[config.mk]
export PLATFORM = sky130hd
export DESIGN_NAME = jpeg_start_of_scan_finder_unit_flat
export DESIGN_NICKNAME = d
export VERILOG_FILES = /design/src/design/jssf_pkg.sv /design/src/design/jssf_byte_if.sv /design/src/design/jssf_result_if.sv /design/src/design/jssf_in_stage.sv /design/src/design/jssf_parser.sv /design/src/design/jssf_out_stage.sv /design/src/design/jpeg_start_of_scan_finder_unit.sv /design/src/flat_wrapper.sv
export SDC_FILE = /design/constraint.sdc
export NUM_CORES = 1
export LEC_CHECK = 0
export ABC_CLOCK_PERIOD_IN_PS = 5200
export BUFFER_PORTS_ARGS = -buffer_cell sky130_fd_sc_hd__clkbuf_2
export CAP_MARGIN = 20
export CORE_MARGIN = 2
export CORE_UTILIZATION = 30
export DETAILED_ROUTE_END_ITERATION = 6
export SLEW_MARGIN = 10
export SYNTH_ARGS = -nofsm -noshare
export SYNTH_HDL_FRONTEND = slang
export SYNTH_SLANG_ARGS = --single-unit
export TNS_END_PERCENT = 20
[constraint.sdc]
create_clock -name clk -period 5.2 [get_ports clk]
set_input_delay 0.26 -clock clk [delete_from_list [all_inputs] [get_ports clk]]
set_output_delay 0.26 -clock clk [all_outputs]
set_load 0.03 [all_outputs]
[src/design/jssf_pkg.sv]
package jssf_pkg;

    // Default width of the stream byte counter.
    localparam int POSITION_BITS_DEFAULT = 32;

    // Fixed payload widths.
    localparam int DATA_BITS   = 8;
    localparam int STATUS_BITS = 2;
    localparam int OFFSET_BITS = 32;
    localparam int LENGTH_BITS = 16;

    // Marker bytes.
    localparam logic [DATA_BITS-1:0] MARK_PREFIX = 8'hFF;
    localparam logic [DATA_BITS-1:0] MARK_SOI    = 8'hD8;
    localparam logic [DATA_BITS-1:0] MARK_SOS    = 8'hDA;
    localparam logic [DATA_BITS-1:0] MARK_RST_LO = 8'hD0;
    localparam logic [DATA_BITS-1:0] MARK_RST_HI = 8'hD7;

    // Smallest legal segment length (the length field counts itself).
    localparam logic [LENGTH_BITS-1:0] MIN_LENGTH = 16'd2;

    // Result status codes.
    localparam logic [STATUS_BITS-1:0] STATUS_FOUND = 2'd0;
    localparam logic [STATUS_BITS-1:0] STATUS_ENDED = 2'd1;
    localparam logic [STATUS_BITS-1:0] STATUS_SHORT = 2'd2;

    // Parser phase, one-hot.
    typedef enum logic [4:0] {
        PH_PREFIX = 5'b00001,
        PH_CODE   = 5'b00010,
        PH_LEN_HI = 5'b00100,
        PH_LEN_LO = 5'b01000,
        PH_SKIP   = 5'b10000
    } phase_t;

    // Byte held in the input register.
    typedef struct packed {
        logic                 valid;
        logic [DATA_BITS-1:0] data_byte;
        logic                 last_byte;
    } item_t;

    // Result computed by the parser for the byte in the input register.
    typedef struct packed {
        logic                   valid;
        logic [STATUS_BITS-1:0] status;
        logic [OFFSET_BITS-1:0] scan_offset;
    } result_t;

endpackage

[src/design/jssf_byte_if.sv]
interface jssf_byte_if;

    logic                           valid;
    logic                           ready;
    logic [jssf_pkg::DATA_BITS-1:0] data_byte;
    logic                           last_byte;

    modport source (output valid, output data_byte, output last_byte, input ready);
    modport sink (input valid, input data_byte, input last_byte, output ready);

endinterface

[src/design/jssf_result_if.sv]
interface jssf_result_if;

    logic                             valid;
    logic                             ready;
    logic [jssf_pkg::STATUS_BITS-1:0] status;
    logic [jssf_pkg::OFFSET_BITS-1:0] scan_offset;

    modport source (output valid, output status, output scan_offset, input ready);
    modport sink (input valid, input status, input scan_offset, output ready);

endinterface

[src/design/jssf_in_stage.sv]
module jssf_in_stage (
    input  logic            clk,
    input  logic            rst_n,
    jssf_byte_if.sink       stream,
    input  logic            take,
    output jssf_pkg::item_t item
);
    import jssf_pkg::*;

    logic                 valid_reg;
    logic                 valid_next;
    logic [DATA_BITS-1:0] data_reg;
    logic                 last_reg;
    logic                 load;

    // A new transaction is taken when the register is empty or drains this cycle.
    assign stream.ready = !valid_reg || take;
    assign load         = stream.valid && stream.ready;

    always_comb
    begin
        valid_next = valid_reg;
        if (stream.ready)
        begin
            valid_next = stream.valid;
        end
    end

    always_ff @(posedge clk or negedge rst_n)
    begin
        if (!rst_n)
        begin
            valid_reg <= 1'b0;
        end
        else
        begin
            valid_reg <= valid_next;
        end
    end

    // Payload capture needs no reset.
    always_ff @(posedge clk)
    begin
        if (load)
        begin
            data_reg <= stream.data_byte;
            last_reg <= stream.last_byte;
        end
    end

    assign item.valid     = valid_reg;
    assign item.data_byte = data_reg;
    assign item.last_byte = last_reg;

endmodule

[src/design/jssf_parser.sv]
module jssf_parser #(
    parameter int POSITION_BITS = jssf_pkg::POSITION_BITS_DEFAULT
) (
    input  logic              clk,
    input  logic              rst_n,
    input  jssf_pkg::item_t   item,
    input  logic              take,
    output jssf_pkg::result_t res
);
    import jssf_pkg::*;

    phase_t                   phase_reg,   phase_next;
    logic [DATA_BITS-1:0]     prefix_reg,  prefix_next;
    logic [DATA_BITS-1:0]     len_hi_reg,  len_hi_next;
    logic [LENGTH_BITS-1:0]   skip_reg,    skip_next;
    logic [POSITION_BITS-1:0] pos_reg,     pos_next;
    logic                     finished_reg, finished_next;

    logic [POSITION_BITS-1:0] pos_inc;
    logic [OFFSET_BITS-1:0]   found_offset;
    logic [LENGTH_BITS-1:0]   seg_length;
    logic [LENGTH_BITS-1:0]   seg_remaining;
    logic [LENGTH_BITS-1:0]   skip_dec;
    logic                     is_restart;
    logic                     have;
    logic [STATUS_BITS-1:0]   status;
    logic [OFFSET_BITS-1:0]   offset;
    logic [DATA_BITS-1:0]     b;
    logic                     last;

    assign b    = item.data_byte;
    assign last = item.last_byte;

    // Position of the byte after this one; the offset is its low bits.
    assign pos_inc      = pos_reg + POSITION_BITS'(1);
    assign found_offset = OFFSET_BITS'(pos_inc);

    assign seg_length    = {len_hi_reg, b};
    assign seg_remaining = seg_length - MIN_LENGTH;
    assign skip_dec      = (skip_reg != '0) ? (skip_reg - LENGTH_BITS'(1)) : skip_reg;
    assign is_restart    = (b >= MARK_RST_LO) && (b <= MARK_RST_HI);

    // Next state and result for the byte in the input register.
    always_comb
    begin
        phase_next    = phase_reg;
        prefix_next   = prefix_reg;
        len_hi_next   = len_hi_reg;
        skip_next     = skip_reg;
        pos_next      = pos_reg;
        finished_next = finished_reg;
        have          = 1'b0;
        status        = STATUS_ENDED;
        offset        = '0;

        if (finished_reg)
        begin
            // Discard the rest of the stream; its last byte re-arms the block.
            if (last)
            begin
                phase_next    = PH_PREFIX;
                prefix_next   = '0;
                len_hi_next   = '0;
                skip_next     = '0;
                pos_next      = '0;
                finished_next = 1'b0;
            end
        end
        else
        begin
            unique case (phase_reg)
                PH_CODE:
                begin
                    if (prefix_reg == MARK_PREFIX && b == MARK_SOS)
                    begin
                        have   = 1'b1;
                        status = STATUS_FOUND;
                        offset = found_offset;
                    end
                    else if (prefix_reg == MARK_PREFIX && (b == MARK_SOI || is_restart))
                    begin
                        phase_next = PH_PREFIX;
                    end
                    else
                    begin
                        phase_next = PH_LEN_HI;
                    end
                end
                PH_LEN_HI:
                begin
                    len_hi_next = b;
                    phase_next  = PH_LEN_LO;
                end
                PH_LEN_LO:
                begin
                    if (seg_length < MIN_LENGTH)
                    begin
                        have   = 1'b1;
                        status = STATUS_SHORT;
                    end
                    else
                    begin
                        skip_next  = seg_remaining;
                        phase_next = (seg_remaining == '0) ? PH_PREFIX : PH_SKIP;
                    end
                end
                PH_SKIP:
                begin
                    skip_next = skip_dec;
                    if (skip_dec == '0)
                    begin
                        phase_next = PH_PREFIX;
                    end
                end
                default:
                begin
                    prefix_next = b;
                    phase_next  = PH_CODE;
                end
            endcase

            pos_next = pos_inc;

            // End of stream without any other result.
            if (!have && last)
            begin
                have   = 1'b1;
                status = STATUS_ENDED;
                offset = '0;
            end

            if (have)
            begin
                if (last)
                begin
                    phase_next    = PH_PREFIX;
                    prefix_next   = '0;
                    len_hi_next   = '0;
                    skip_next     = '0;
                    pos_next      = '0;
                    finished_next = 1'b0;
                end
                else
                begin
                    finished_next = 1'b1;
                end
            end
        end
    end

    // State advances only when the byte moves on to the result register.
    always_ff @(posedge clk or negedge rst_n)
    begin
        if (!rst_n)
        begin
            phase_reg    <= PH_PREFIX;
            prefix_reg   <= '0;
            len_hi_reg   <= '0;
            skip_reg     <= '0;
            pos_reg      <= '0;
            finished_reg <= 1'b0;
        end
        else if (take)
        begin
            phase_reg    <= phase_next;
            prefix_reg   <= prefix_next;
            len_hi_reg   <= len_hi_next;
            skip_reg     <= skip_next;
            pos_reg      <= pos_next;
            finished_reg <= finished_next;
        end
    end

    assign res.valid       = item.valid && have;
    assign res.status      = status;
    assign res.scan_offset = offset;

endmodule

[src/design/jssf_out_stage.sv]
module jssf_out_stage (
    input  logic              clk,
    input  logic              rst_n,
    input  logic              take,
    input  jssf_pkg::result_t res,
    output logic              can_load,
    jssf_result_if.source     result
);
    import jssf_pkg::*;

    logic                   valid_reg;
    logic                   valid_next;
    logic [STATUS_BITS-1:0] status_reg;
    logic [OFFSET_BITS-1:0] offset_reg;

    // The register can be loaded when empty or when its transaction completes now.
    assign can_load = !valid_reg || result.ready;

    always_comb
    begin
        valid_next = valid_reg;
        if (can_load)
        begin
            valid_next = take && res.valid;
        end
    end

    always_ff @(posedge clk or negedge rst_n)
    begin
        if (!rst_n)
        begin
            valid_reg <= 1'b0;
        end
        else
        begin
            valid_reg <= valid_next;
        end
    end

    always_ff @(posedge clk)
    begin
        if (take && res.valid)
        begin
            status_reg <= res.status;
            offset_reg <= res.scan_offset;
        end
    end

    assign result.valid       = valid_reg;
    assign result.status      = status_reg;
    assign result.scan_offset = offset_reg;

endmodule

[src/design/jpeg_start_of_scan_finder_unit.sv]
// Channel   Direction  Payload                          Transaction
// stream    sink       data_byte[7:0], last_byte        one stream byte
// result    source     status[1:0], scan_offset[31:0]   one search result
//
// Each byte passes an input register and a result register. An accepted byte
// waits in the input register until the result register can take its result,
// if any; that result then waits in the result register until it completes. One byte is
// taken every cycle while the result side keeps up. A byte leaves the input
// register only when the result register is free or drains in the same cycle,
// so a stalled result holds the byte behind it and then the stream. Reset
// clears all parser state and both valid flags at once.
module jpeg_start_of_scan_finder_unit #(
    parameter int POSITION_BITS = jssf_pkg::POSITION_BITS_DEFAULT
) (
    input  logic          clk,
    input  logic          rst_n,
    jssf_byte_if.sink     stream,
    jssf_result_if.source result
);
    import jssf_pkg::*;

    item_t   item;
    result_t res;
    logic    can_load;
    logic    take;

    // The held byte is processed when the result register can accept its outcome.
    assign take = item.valid && can_load;

    jssf_in_stage u_in_stage (
        .clk    (clk),
        .rst_n  (rst_n),
        .stream (stream),
        .take   (take),
        .item   (item)
    );

    jssf_parser #(
        .POSITION_BITS (POSITION_BITS)
    ) u_parser (
        .clk   (clk),
        .rst_n (rst_n),
        .item  (item),
        .take  (take),
        .res   (res)
    );

    jssf_out_stage u_out_stage (
        .clk      (clk),
        .rst_n    (rst_n),
        .take     (take),
        .res      (res),
        .can_load (can_load),
        .result   (result)
    );

endmodule
[src/flat_wrapper.sv]
// flat-port wrapper written by rule: the top's interface ports become plain ports
module jpeg_start_of_scan_finder_unit_flat import jssf_pkg::*;
#(
    parameter int POSITION_BITS = jssf_pkg::POSITION_BITS_DEFAULT
)
  (clk, rst_n, stream_valid, stream_data_byte, stream_last_byte, stream_ready, result_valid, result_status, result_scan_offset, result_ready);
  jssf_byte_if stream_i ();
  jssf_result_if result_i ();
  input  logic clk;
  input  logic rst_n;
  input wire logic [$bits(stream_i.valid)-1:0] stream_valid;
  input wire logic [$bits(stream_i.data_byte)-1:0] stream_data_byte;
  input wire logic [$bits(stream_i.last_byte)-1:0] stream_last_byte;
  output wire logic [$bits(stream_i.ready)-1:0] stream_ready;
  output wire logic [$bits(result_i.valid)-1:0] result_valid;
  output wire logic [$bits(result_i.status)-1:0] result_status;
  output wire logic [$bits(result_i.scan_offset)-1:0] result_scan_offset;
  input wire logic [$bits(result_i.ready)-1:0] result_ready;
  assign stream_i.valid = stream_valid;
  assign stream_i.data_byte = stream_data_byte;
  assign stream_i.last_byte = stream_last_byte;
  assign stream_ready = stream_i.ready;
  assign result_valid = result_i.valid;
  assign result_status = result_i.status;
  assign result_scan_offset = result_i.scan_offset;
  assign result_i.ready = result_ready;
  jpeg_start_of_scan_finder_unit #(.POSITION_BITS(POSITION_BITS)) u_core (.clk(clk), .rst_n(rst_n), .stream(stream_i), .result(result_i));
endmodule
==> summary.json <==
{
  "antenna_found_initial": {"value": 0},
  "power_density": {"value": 302, "unit": "mW/mm^2"},
  "vias_after_detailed_routing": {"value": 5364},
  "worst-path-max-fanout": {"value": 34},
  "count_of_cells_resized_by_post_cts_repair": {"value": 0},
  "pwr-share-comb": {"value": 8.7, "unit": "%"},
  "most_frequent_standard_cell_in_the_layout_excluding_fill_and_tap_cells": {"value": "sky130_fd_sc_hd__dfrtp_1"},
  "gr-usage-met2": {"value": 21.9, "unit": "%"},
  "setup_total_negative_slack": {"value": 0, "unit": "ns"},
  "hp-class": {"value": "in -> async"},
  "vias_per_cell": {"value": 5.31},
  "clock_power_share": {"value": 46.8, "unit": "%"},
  "starting_utilization_of_the_core_area": {"value": 30.2, "unit": "%"},
  "timing.final.max_slew_violations": {"value": 0},
  "clock_tree.buffer_depth": {"value": 2},
  "area_of_the_core": {"value": 0.0216, "unit": "sq mm"},
  "total_placed_instance_area": {"value": 0.00700, "unit": "sq mm"},
  "initialDrtViolationCount": {"value": 441},
  "critPathLaunchType": {"value": "flip-flop"},
  "intPower": {"value": 0.00171, "unit": "W"},
  "grt-busiest-layer": {"value": "met2"},
  "antenna_left": {"value": 0},
  "ios": {"value": 49},
  "use_met1": {"value": 20.7, "unit": "%"},
  "post_synthesis_net_count": {"value": 709},
  "global_route_wire_length_before_repair": {"value": 26200, "unit": "microns"},
  "sequentialPowerShare": {"value": 44.5, "unit": "%"},
  "syn-instance-count": {"value": 693},
  "drc": {"value": 0},
  "cts_sinks": {"value": 115},
  "synth_edf_count": {"value": 43},
  "timing_worst_slew_pin_value": {"value": 0.998, "unit": "ns"},
  "cellLeakagePower": {"value": 3.02, "unit": "nW"},
  "mapped_area": {"value": 0.00654, "unit": "sq mm"},
  "grt.met3_usage": {"value": 3.47, "unit": "%"},
  "critPathKind": {"value": "reg -> reg"},
  "grt_start_max_net_pins": {"value": 73},
  "power_switching_share": {"value": 25.2, "unit": "%"},
  "synthesis.yosys.warnings": {"value": 0},
  "setup_repair_after_global_routing_missed_its_margin": {"value": "no"},
  "cell_variety_after_synth": {"value": 70},
  "number_of_flip_flops_and_latches_in_the_synthesized_netlist": {"value": 115},
  "placement_rows": {"value": 54},
  "grt_util_all_layers": {"value": 14.6, "unit": "%"},
  "final_area": {"value": 0.00755, "unit": "sq mm"},
  "period_needed": {"value": 3.54, "unit": "ns"},
  "final_worst_slack": {"value": 1.66, "unit": "ns"},
  "cts_tree": {"value": "done"},
  "clk_pin_slew": {"value": 0.05, "unit": "ns"},
  "fillCellCount": {"value": 2241},
  "critical_path.endpoint_type": {"value": "flip-flop"},
  "max_slew_margin": {"value": 33.5, "unit": "%"},
  "violated_checks": {"value": "negative hold slack"},
  "max_freq": {"value": 282, "unit": "MHz"},
  "syn_avg_cell_area": {"value": 9.44, "unit": "sq um"},
  "maxCapViolCount": {"value": 0},
  "number_of_global_route_vias_before_repair": {"value": 5002},
  "wirelength_per_cell": {"value": 15.9, "unit": "microns"},
  "period_share": {"value": 68.2, "unit": "%"},
  "layout-area-overhead-vs-synth": {"value": 15.5, "unit": "%"},
  "cts_htree_levels": {"value": 4},
  "insertedDiodeCount": {"value": 0},
  "register_area_share_after_synthesis": {"value": 47.3, "unit": "%"},
  "timing.critical_path.arrival": {"value": 3.57, "unit": "ns"},
  "setup_viol": {"value": 0},
  "skew": {"value": 0.0102, "unit": "ns"},
  "drt-total-wl": {"value": 16100, "unit": "microns"},
  "async_flop_share": {"value": 62.6, "unit": "%"},
  "die_area": {"value": 0.0230, "unit": "sq mm"},
  "worst_ep_required_time": {"value": 5.23, "unit": "ns"},
  "hold_viol": {"value": 8},
  "gr-total-overflow": {"value": 0},
  "cts_root_buffer": {"value": "sky130_fd_sc_hd__clkbuf_16"},
  "nNetsFinal": {"value": 734},
  "dominantRegCellSynth": {"value": "sky130_fd_sc_hd__dfrtp_1"},
  "net_switching_power": {"value": 0.000575, "unit": "W"},
  "gpl.final_weighted_congestion": {"value": 0.921},
  "report.power.total": {"value": 0.00228, "unit": "W"},
  "fin_worst_hold_slack": {"value": -0.0206, "unit": "ns"},
  "status": {"value": "complete, but fails checks"},
  "r2r_slack": {"value": 1.66, "unit": "ns"},
  "tritoncts.num_buffers": {"value": 17},
  "most-common-layout-cells": {"value": "sky130_fd_sc_hd__dfrtp_1, sky130_fd_sc_hd__nor2_1, sky130_fd_sc_hd__nand2_1, sky130_fd_sc_hd__o21ai_0, sky130_fd_sc_hd__clkbuf_2"},
  "dp_slack": {"value": 1.67, "unit": "ns"},
  "place.port_buffers": {"value": 48},
  "fp.dieW": {"value": 152, "unit": "microns"},
  "die_y": {"value": 152, "unit": "microns"},
  "insertion_delay": {"value": 0.41, "unit": "ns"},
  "irDropWorstVdd": {"value": 338, "unit": "uV"},
  "r2r.worst_path.cells": {"value": 6},
  "dp_hpwl": {"value": 11000, "unit": "microns"},
  "dr.pass1.iters": {"value": 5},
  "drive_gt1_share": {"value": 14.5, "unit": "%"}
}
cells in the mapped netlist (all sizes together), types with 3 or more instances:
library cell / n / area share, %
a211oi: 4 / 0.46
a21o: 7 / 0.80
a21oi: 25 / 1.9
a22o: 24 / 3.3
a31oi: 11 / 1.1
and2: 7 / 0.67
and3: 12 / 1.1
and4: 4 / 0.54
buf: 7 / 0.69
clkbuf: 43 / 2.5
dfrtp: 71 / 27
edfxtp: 43 / 20
ha: 3 / 0.57
inv: 16 / 0.92
mux2i: 6 / 0.92
nand2: 62 / 3.6
nand2b: 6 / 0.57
nand3: 26 / 2.0
nand4: 13 / 1.5
nor2: 67 / 3.8
nor3: 20 / 1.5
nor3b: 3 / 0.34
nor4: 15 / 2.5
o211ai: 4 / 0.46
o21ai: 66 / 5.1
o22ai: 7 / 0.67
o31ai: 17 / 2.0
o41ai: 4 / 0.54
or2: 4 / 0.38
or3: 9 / 0.86
or4: 7 / 0.80
xnor2: 21 / 2.8
xor2: 21 / 2.8
power groups by stage:
stage | Clock (W) | Sequential [W] | Combinational (W)
6_report | 0.00107 | 0.00102 | 0.000198
2_1_floorplan | 0 | 0.00103 | 0.000124
3_5_place_dp | 0 | 0.00103 | 0.000197
4_1_cts | 0.00109 | 0.00102 | 0.000199
3_3_place_gp | 0 | 0.00103 | 0.000198
5_1_grt | 0.00114 | 0.00102 | 0.000220
cells by family (layout without fill, tap and decap cells):
group / Yosys count / after routing / synth area share [%]
xor gates and xnor gates: 42 / 42 / 5.63
AOI/OAI and AO/OA: 194 / 194 / 19.6
DFF: 115 / 115 / 47.3
buffers and inverters: 66 / 104 / 4.08
muxes: 8 / 8 / 1.32
and+or+nand+nor: 265 / 265 / 21.5
adders and majority gates: 3 / 3 / 0.574
timing repair:
action / in CTS / in global routing
hold buffers: 0 / 1
hold endpoints to repair: 0 / 1
setup buffers: 0 / 0
per-stage QoR:
stage	cells	utilization (%)
after global routing	1011	34.9
after detailed placement	978	32.4
after CTS	1010	34.9
after global placement	978	32.4
after floorplan	693	-
final	1011	34.9
layout make-up:
class	instances	area [sq um]	share of cell area, %
clock buffers	21	450	5.96
multi-input cells	512	3200	42.4
clock inverters	11	90.1	1.19
flip-flops and latches	115	3090	41.0
well taps	280	350	4.64
inverters	16	60.1	0.795
repair buffers	56	305	4.04
per-layer routing:
metal	share of wire, %	vias to the layer above
li1	-	2627
met1	48	2560
met2	45	157
met3	5.4	20
met4	1.3	0
met5	0	-
final timing paths:
path,start,to
hold / removal,rst_n,u_core.u_parser.len_hi_reg[6]
min in group clk,stream_data_byte[2],u_core.u_in_stage.data_reg[2]
setup / recovery,u_core.u_in_stage.data_reg[4],u_core.u_out_stage.result.scan_offset[9]
max in group asynchronous,rst_n,u_core.u_parser.pos_reg[11]
setup reg to reg,u_core.u_in_stage.data_reg[4],u_core.u_out_stage.result.scan_offset[9]
hold reg to reg,u_core.u_parser.prefix_reg[4],u_core.u_parser.prefix_reg[4]
critical path, stage by stage (launching register included):
cell and delay [ns]:
sky130_fd_sc_hd__edfxtp_1 0.54, sky130_fd_sc_hd__nor4_4 0.58, sky130_fd_sc_hd__nand4_4 0.19, sky130_fd_sc_hd__or3_1 0.57
sky130_fd_sc_hd__o21ai_0 0.34, sky130_fd_sc_hd__o21ai_1 0.17, sky130_fd_sc_hd__nor2_4 0.73
Power figures use the tool's default switching activity.
